### src/rtl/core/gasm_pkg.sv
// gasm_pkg: shared types and constants for the gained audio source mixer
// no dependencies; imported by every module under rtl/core
`default_nettype none

package gasm_pkg;

	localparam int MAX_SOURCES = 4;
	localparam int SAMPLE_W    = 16;
	localparam int GAIN_W      = 15;
	localparam int LEN_W       = 24;
	localparam int COUNT_W     = 25;
	localparam int CFG_IDX_W   = 3;
	localparam int CFG_DATA_W  = 24;
	localparam int PROD_W      = SAMPLE_W + GAIN_W;   // signed sample times unsigned gain
	localparam int TERM_W      = PROD_W - 8;          // product over 256
	localparam int SUM_W       = TERM_W + 2;          // room for four terms

	localparam logic [COUNT_W-1:0] COUNT_MAX = '1;

	localparam logic signed [SUM_W-1:0]    MIX_MAX = SUM_W'(32767);
	localparam logic signed [SUM_W-1:0]    MIX_MIN = SUM_W'(-32768);
	localparam logic signed [SAMPLE_W-1:0] OUT_MAX = 16'sh7fff;
	localparam logic signed [SAMPLE_W-1:0] OUT_MIN = 16'sh8000;

	// register map of the configuration port
	typedef enum logic [CFG_IDX_W-1:0] {
		REG_GAIN_A   = 3'd0,
		REG_GAIN_B   = 3'd1,
		REG_GAIN_C   = 3'd2,
		REG_GAIN_D   = 3'd3,
		REG_LENGTH_A = 3'd4,
		REG_LENGTH_B = 3'd5,
		REG_LENGTH_C = 3'd6,
		REG_LENGTH_D = 3'd7
	} cfg_reg_t;

	typedef logic signed [SAMPLE_W-1:0] sample_t;
	typedef logic        [GAIN_W-1:0]   gain_t;
	typedef logic        [LEN_W-1:0]    length_t;
	typedef logic signed [TERM_W-1:0]   term_t;

	// result of the sum and saturate step
	typedef struct packed {
		sample_t mixed;
		logic    clipped;
	} mix_result_t;

endpackage

`default_nettype wire

### src/rtl/core/gained_audio_source_mixer.sv
// gained_audio_source_mixer: top level of the four-source Q8 gain mixer
// depends on gasm_pkg, gasm_cfg_regs, gasm_term, gasm_sum_sat
//
// usage
//  - input channel (in_valid/in_ready): one transaction per interleaved stereo
//    sample position, one sample per source plus the first flag, which
//    restarts the 25-bit position counter at zero for that transaction
//  - output channel (out_valid/out_ready): one transaction per input, carrying
//    the saturated mix and a clip flag, in input order
//  - config port: cfg_write with cfg_index selects gain_a..d (0..3) or
//    length_a..d (4..7); gains take cfg_data[14:0]; write only while idle
//  - a source is heard while position/2 is below its length; length zero
//    silences it, sources at or beyond NUM_SOURCES are ignored
//  - two register stages: input register, then output register; the
//    multipliers, adder and saturation sit between them
//  - throughput one transaction per cycle while out_ready is high, set by
//    one multiplier per source and the four-way adder in the single stage
//    between the two registers
//  - receiver stall: the stages fill up and in_ready falls once both hold
//    data; a held result stays stable until taken
//  - reset clears the counter, config registers and stage valid flags only
`default_nettype none

module gained_audio_source_mixer #(
	parameter int NUM_SOURCES = 4
) (
	input  wire logic                            clk,
	input  wire logic                            arst_n,
	// configuration
	input  wire logic                            cfg_write,
	input  wire logic [gasm_pkg::CFG_IDX_W-1:0]  cfg_index,
	input  wire logic [gasm_pkg::CFG_DATA_W-1:0] cfg_data,
	// input channel
	input  wire logic                            in_valid,
	output logic                                 in_ready,
	input  wire logic                            first,
	input  gasm_pkg::sample_t                    sample_a,
	input  gasm_pkg::sample_t                    sample_b,
	input  gasm_pkg::sample_t                    sample_c,
	input  gasm_pkg::sample_t                    sample_d,
	// output channel
	output logic                                 out_valid,
	input  wire logic                            out_ready,
	output gasm_pkg::sample_t                    mixed,
	output logic                                 clipped
);
	import gasm_pkg::*;

	// configuration registers
	gain_t   gain   [NUM_SOURCES];
	length_t length [NUM_SOURCES];

	gasm_cfg_regs #(
		.NUM_SOURCES (NUM_SOURCES)
	) u_cfg (
		.clk       (clk),
		.arst_n    (arst_n),
		.cfg_write (cfg_write),
		.cfg_index (cfg_index),
		.cfg_data  (cfg_data),
		.gain      (gain),
		.length    (length)
	);

	// pipeline handshake: each stage moves when the next one has room
	logic valid_s1, out_valid_q;
	logic in_fire, load_out;

	assign load_out = valid_s1 && (!out_valid_q || out_ready);
	assign in_ready = !valid_s1 || load_out;
	assign in_fire  = in_valid && in_ready;

	// position counter, restart on first, saturating at the top
	logic [COUNT_W-1:0] count_q;
	logic [COUNT_W-1:0] pos;
	logic [LEN_W-1:0]   frame;

	assign pos   = first ? '0 : count_q;
	assign frame = pos[COUNT_W-1:1];

	always_ff @(posedge clk or negedge arst_n) begin
		if (!arst_n) begin
			count_q <= '0;
		end else if (in_fire) begin
			count_q <= (pos == COUNT_MAX) ? pos : pos + COUNT_W'(1);
		end
	end

	// gather the sample ports into source order
	sample_t sample_in [MAX_SOURCES];

	assign sample_in[0] = sample_a;
	assign sample_in[1] = sample_b;
	assign sample_in[2] = sample_c;
	assign sample_in[3] = sample_d;

	// stage 1: input register with per-source activity resolved at accept
	sample_t                sample_s1 [NUM_SOURCES];
	logic [NUM_SOURCES-1:0] active_s1;

	always_ff @(posedge clk) begin
		if (in_fire) begin
			for (int i = 0; i < NUM_SOURCES; i++) begin
				sample_s1[i] <= sample_in[i];
				// frame below length also rules out a zero length
				active_s1[i] <= (frame < length[i]);
			end
		end
	end

	// gained terms, one multiplier per source
	term_t term_c [NUM_SOURCES];

	for (genvar i = 0; i < NUM_SOURCES; i++) begin : g_term
		gasm_term u_term (
			.sample (sample_s1[i]),
			.gain   (gain[i]),
			.active (active_s1[i]),
			.term   (term_c[i])
		);
	end

	// output register: sum and saturate
	mix_result_t result_c;
	mix_result_t result_q;

	gasm_sum_sat #(
		.NUM_SOURCES (NUM_SOURCES)
	) u_sum (
		.term   (term_c),
		.result (result_c)
	);

	always_ff @(posedge clk) begin
		if (load_out) begin
			result_q <= result_c;
		end
	end

	// stage valid flags
	always_ff @(posedge clk or negedge arst_n) begin
		if (!arst_n) begin
			valid_s1    <= 1'b0;
			out_valid_q <= 1'b0;
		end else begin
			if (in_fire) begin
				valid_s1 <= 1'b1;
			end else if (load_out) begin
				valid_s1 <= 1'b0;
			end
			if (load_out) begin
				out_valid_q <= 1'b1;
			end else if (out_ready) begin
				out_valid_q <= 1'b0;
			end
		end
	end

	assign out_valid = out_valid_q;
	assign mixed     = result_q.mixed;
	assign clipped   = result_q.clipped;

	// full pipeline with a stalled receiver takes nothing new
	a_full_stall: assert property (@(posedge clk) disable iff (!arst_n)
		(valid_s1 && out_valid_q && !out_ready) |-> !in_ready)
		else $error("input taken while every stage is blocked");

	// a restart leaves the counter at one
	a_restart: assert property (@(posedge clk) disable iff (!arst_n)
		(in_fire && first) |=> (count_q == COUNT_W'(1)))
		else $error("counter did not restart on first");

	// counter holds at its top value
	a_count_sat: assert property (@(posedge clk) disable iff (!arst_n)
		(in_fire && !first && count_q == COUNT_MAX) |=> (count_q == COUNT_MAX))
		else $error("counter wrapped past its maximum");

	// a clipped result sits on a rail
	a_clip_rail: assert property (@(posedge clk) disable iff (!arst_n)
		(out_valid && clipped) |-> (mixed == OUT_MAX || mixed == OUT_MIN))
		else $error("clip flag without a saturated value");

	// a held result keeps its value until taken
	a_out_hold: assert property (@(posedge clk) disable iff (!arst_n)
		(out_valid && !out_ready) |=> (out_valid && $stable(result_q)))
		else $error("stalled result changed");

endmodule

`default_nettype wire

### src/rtl/core/gasm_cfg_regs.sv
// gasm_cfg_regs: per-source gain and length registers behind the write port
// depends on gasm_pkg
`default_nettype none

module gasm_cfg_regs #(
	parameter int NUM_SOURCES = 4
) (
	input  wire logic                               clk,
	input  wire logic                               arst_n,
	input  wire logic                               cfg_write,
	input  wire logic [gasm_pkg::CFG_IDX_W-1:0]     cfg_index,
	input  wire logic [gasm_pkg::CFG_DATA_W-1:0]    cfg_data,
	output gasm_pkg::gain_t                         gain   [NUM_SOURCES],
	output gasm_pkg::length_t                       length [NUM_SOURCES]
);
	import gasm_pkg::*;

	gain_t   gain_q   [NUM_SOURCES];
	length_t length_q [NUM_SOURCES];

	for (genvar i = 0; i < NUM_SOURCES; i++) begin : g_src
		always_ff @(posedge clk or negedge arst_n) begin
			if (!arst_n) begin
				gain_q[i]   <= '0;
				length_q[i] <= '0;
			end else if (cfg_write) begin
				if (cfg_index == CFG_IDX_W'(REG_GAIN_A) + CFG_IDX_W'(i)) begin
					gain_q[i] <= cfg_data[GAIN_W-1:0];
				end
				if (cfg_index == CFG_IDX_W'(REG_LENGTH_A) + CFG_IDX_W'(i)) begin
					length_q[i] <= cfg_data[LEN_W-1:0];
				end
			end
		end

		assign gain[i]   = gain_q[i];
		assign length[i] = length_q[i];
	end

endmodule

`default_nettype wire

### src/rtl/core/gasm_term.sv
// gasm_term: one source's gained contribution, sample times Q8 gain over 256
// rounded toward zero; depends on gasm_pkg
`default_nettype none

module gasm_term (
	input  gasm_pkg::sample_t sample,
	input  gasm_pkg::gain_t   gain,
	input  wire logic         active,
	output gasm_pkg::term_t   term
);
	import gasm_pkg::*;

	logic signed [PROD_W-1:0] prod;
	term_t                    floor_q8;
	logic                     round_up;

	always_comb begin
		prod     = PROD_W'(sample) * PROD_W'($signed({1'b0, gain}));
		floor_q8 = prod[PROD_W-1:8];
		// negative with a fraction: step back toward zero
		round_up = prod[PROD_W-1] & (|prod[7:0]);
		if (!active) begin
			term = '0;
		end else if (round_up) begin
			term = floor_q8 + TERM_W'(1);
		end else begin
			term = floor_q8;
		end
	end

endmodule

`default_nettype wire

### src/rtl/core/gasm_sum_sat.sv
// gasm_sum_sat: adds the source terms and saturates to signed 16 bits
// depends on gasm_pkg
`default_nettype none

module gasm_sum_sat #(
	parameter int NUM_SOURCES = 4
) (
	input  gasm_pkg::term_t       term [NUM_SOURCES],
	output gasm_pkg::mix_result_t result
);
	import gasm_pkg::*;

	logic signed [SUM_W-1:0] sum;

	always_comb begin
		sum = '0;
		for (int i = 0; i < NUM_SOURCES; i++) begin
			sum = sum + SUM_W'(term[i]);
		end
		priority if (sum > MIX_MAX) begin
			result.mixed   = OUT_MAX;
			result.clipped = 1'b1;
		end else if (sum < MIX_MIN) begin
			result.mixed   = OUT_MIN;
			result.clipped = 1'b1;
		end else begin
			result.mixed   = sum[SAMPLE_W-1:0];
			result.clipped = 1'b0;
		end
	end

endmodule

`default_nettype wire
### config.mk
export PLATFORM = sky130hd
export DESIGN_NAME = gained_audio_source_mixer
export DESIGN_NICKNAME = d
export VERILOG_FILES = /design/src/rtl/core/gasm_pkg.sv /design/src/rtl/core/gained_audio_source_mixer.sv /design/src/rtl/core/gasm_cfg_regs.sv /design/src/rtl/core/gasm_term.sv /design/src/rtl/core/gasm_sum_sat.sv
export SDC_FILE = /design/constraint.sdc
export NUM_CORES = 2
export LEC_CHECK = 0
export BUFFER_PORTS_ARGS = -buffer_cell sky130_fd_sc_hd__buf_2
export CAP_MARGIN = 10
export CORE_ASPECT_RATIO = 1.1
export CORE_MARGIN = 3
export CORE_UTILIZATION = 40
export DETAILED_ROUTE_END_ITERATION = 6
export PLACE_DENSITY_LB_ADDON = 0.05
export SLEW_MARGIN = 20
export SYNTH_ARGS = -nofsm -noshare
export SYNTH_HDL_FRONTEND = slang
export SYNTH_SLANG_ARGS = --single-unit
export TNS_END_PERCENT = 1
### constraint.sdc
create_clock -name clk -period 13.2 [get_ports clk]
set_input_delay 0 -clock clk [delete_from_list [all_inputs] [get_ports clk]]
set_output_delay 0 -clock clk [all_outputs]
set_load 0.01 [all_outputs]
==> impl_metrics.yaml <==
sta:
  period_share: 0.921
  period_needed_ns: 12.16
  slew_headroom: 0.303
  setup_tns_ns: 0
  fmax_ghz: 0.0822
  finClkSkew_ns: 0.0257
  finalSetupViolations: 0
  finalHoldViolations: 0
  maxSlewViolCount: 0
  rsz0062_at_grt: "no"
  tightest_slew_ns: 1.05
floorplanning:
  dieArea_um2: 144000
  die_h_um: 398
  start_util: 0.404
  coreArea_um2: 138000
  row_count: 143
  die_x_um: 362
  io_pins: 116
worst_setup_path:
  crit_type: "reg -> reg"
  crit_family: "adder cells"
  crit_top_cell: "fa_1"
  cp-end-kind: "register"
  crit_fanout: 16
  cp.required_ns: 13.66
  critPathSlowestCell: "or4_1"
  critPathMaxStageDelay_ns: 0.74
  worstSetupStartpointType: "register"
  cp_num_buf_inv: 6
  rrSetupSlack_ns: 1.04
  crit_arrival_ns: 12.62
clocking:
  post_cts_buffers: 0
  clock_latency_ns: 0.62
  cts_buffers: 42
  ctsRootBufferMaster: "clkbuf_16"
  clock-sinks: 268
  clkSlewWorstSetupHoldPaths_ns: 0.06
  cts_tree: "done"
  cts_max_level: 2
  cts.path.max_buffers: 3
yosys:
  ys_ff_latch: 268
  synth_top_area_frac: 0.362
  synth_edf_count: 85
  postSynthAreaPerCell_um2: 9.10
  yosys.area_share.simple: 0.163
  synth_largest_area_cell: "fa_1"
  synth.distinct_cells: 91
  synth.cell_area_um2: 55900
  synth_cells: 6141
  synth-compound-area-share: 0.0824
  synth_top_family_by_area: "adder cells"
  ys_top_cells_by_count: "1378 x inv_1, 1011 x fa_1, 719 x nand2_1"
  yosysWarnings: 0
  yosysMostFrequentCell: "inv_1"
  synth_nets: 7686
  muxShareOfSynthArea: 0.0305
  ys_seq_area_frac: 0.128
  synth.top_cells.by_area: "fa_1 36%, ha_1 9.8%, inv_1 9.3%"
  synthXorXnorAreaFrac: 0.0290
  yosys.area_share.adder: 0.460
  async_flop_share: 0.683
  ys.flop_type: "dfrtp_1"
place:
  dpl.hpwl_um: 130000
  port-buffer-count: 115
  gp_congestion: 0.857
  dpl_cell_area_um2: 58200
route:
  ant_nets: 0
  vias: 41200
  drtIter0Drc: 2050
  viasPerCell: 5.12
  drcViolationCount: 0
  dr.pass1.iters: 6
  routed_wl_um: 161000
  wl_per_cell_um: 20.0
layout:
  num-fill-cells: 13900
  final_area_um2: 60500
  drive_above_1_share: 0.0635
  syn_to_final_growth_pct: 8.26
  nets: 7748
global_routing:
  grt_pass1_vias: 43900
  track_usage: 0.230
  grt_max_degree: 73
  grt_pass1_wl_um: 258000
  grt-ovfl-total: 0
  antenna_found_initial: 5
status:
  outcome: "completed"
job:
  drv_cap: 0
worst_hold_path:
  hp-class: "in -> reg"
==> per-stage QoR <==
| stage | utilization | std cells | hold slack, ns | worst slack [ns] |
|---|---|---|---|---|
| after floorplan | - | 6141 | -0.296 | 2.49 |
| after global placement | 0.420 | 7876 | 0.0575 | 1.28 |
| after detailed placement | 0.420 | 7876 | 0.0695 | 1.15 |
| after CTS | 0.437 | 8047 | 0.0164 | 1.10 |
| after global routing | 0.437 | 8047 | 0.0512 | 0.342 |
| final | 0.437 | 8049 | 0.0812 | 1.04 |
==> state kept, by name, indices dropped and copies added (netlist names) <==
name / count
active_s1: 4
clipped: 1
count_q: 25
mixed: 16
out_valid: 1
sample_s1: 64
u_cfg.gain: 60
u_cfg.length: 96
valid_s1: 1
==> cells by family (layout without fill, tap and decap cells) <==
kind of cell / Yosys count / in the layout
compound gates: 692 / 692
xor+xnor: 185 / 185
fa+ha+maj: 1448 / 1448
buf+inv: 1599 / 1693
flops: 268 / 268
mux: 153 / 153
other cells: 0 / 2
simple gates: 1796 / 1796
==> final timing paths <==
kind / start / endpoint / cells after the start
max in group asynchronous: arst_n / u_cfg.gain[28]$_DFFE_PN0P_ / 4
setup / recovery: sample_s1[0][15]$_DFFE_PP_ / mixed[11]$_SDFFCE_PN1P_ / 34
setup reg to reg: sample_s1[0][15]$_DFFE_PP_ / mixed[11]$_SDFFCE_PN1P_ / 34
hold / removal: sample_a[0] / sample_s1[0][0]$_DFFE_PP_ / 2
hold reg to reg: count_q[24]$_DFFE_PN0P_ / count_q[24]$_DFFE_PN0P_ / 2
min in group asynchronous: arst_n / u_cfg.length[82]$_DFFE_PN0P_ / 3
==> layer usage <==
layer	wire, um	part of all wire	up-vias	global-route usage
met3	5610	0.035	127	0.0213
met4	3080	0.019	0	0.0422
met5	0	0	-	0
met1	74100	0.46	21100	0.320
li1	-	-	19300	-
met2	78400	0.49	681	0.393
==> cell type report <==
| class | count | area [um2] | area share |
|---|---|---|---|
| Sequential cell | 268 | 7130 | 0.118 |
| Timing Repair Buffer | 238 | 1760 | 0.0291 |
| Clock buffer | 59 | 1200 | 0.0198 |
| Clock inverter | 17 | 204 | 0.00337 |
| Tap cell | 1812 | 2270 | 0.0375 |
| Multi-Input combinational cell | 4274 | 42800 | 0.707 |
| Inverter | 1379 | 5180 | 0.0856 |
| Antenna cell | 2 | 5.00 | 0.0000827 |
==> repair_timing <==
action	in CTS	in global routing
gates resized for setup	0	0
endpoints found under the setup margin	0	0
hold buffers	95	0
hold endpoints to repair	201	0
==> layout by cell type (no fill, tap or decap), types with 132 or more instances in the layout <==
cell type,instances
a21oi_1,186
and2_1,472
dfrtp_1,183
fa_1,1011
ha_1,437
inv_1,1377
mux2_2,139
nand2_1,719
nor2_1,155
o21ai_0,132
Power is not shown: default switching activity piles up to over one toggle a cycle in this logic, so the estimate is an artifact.
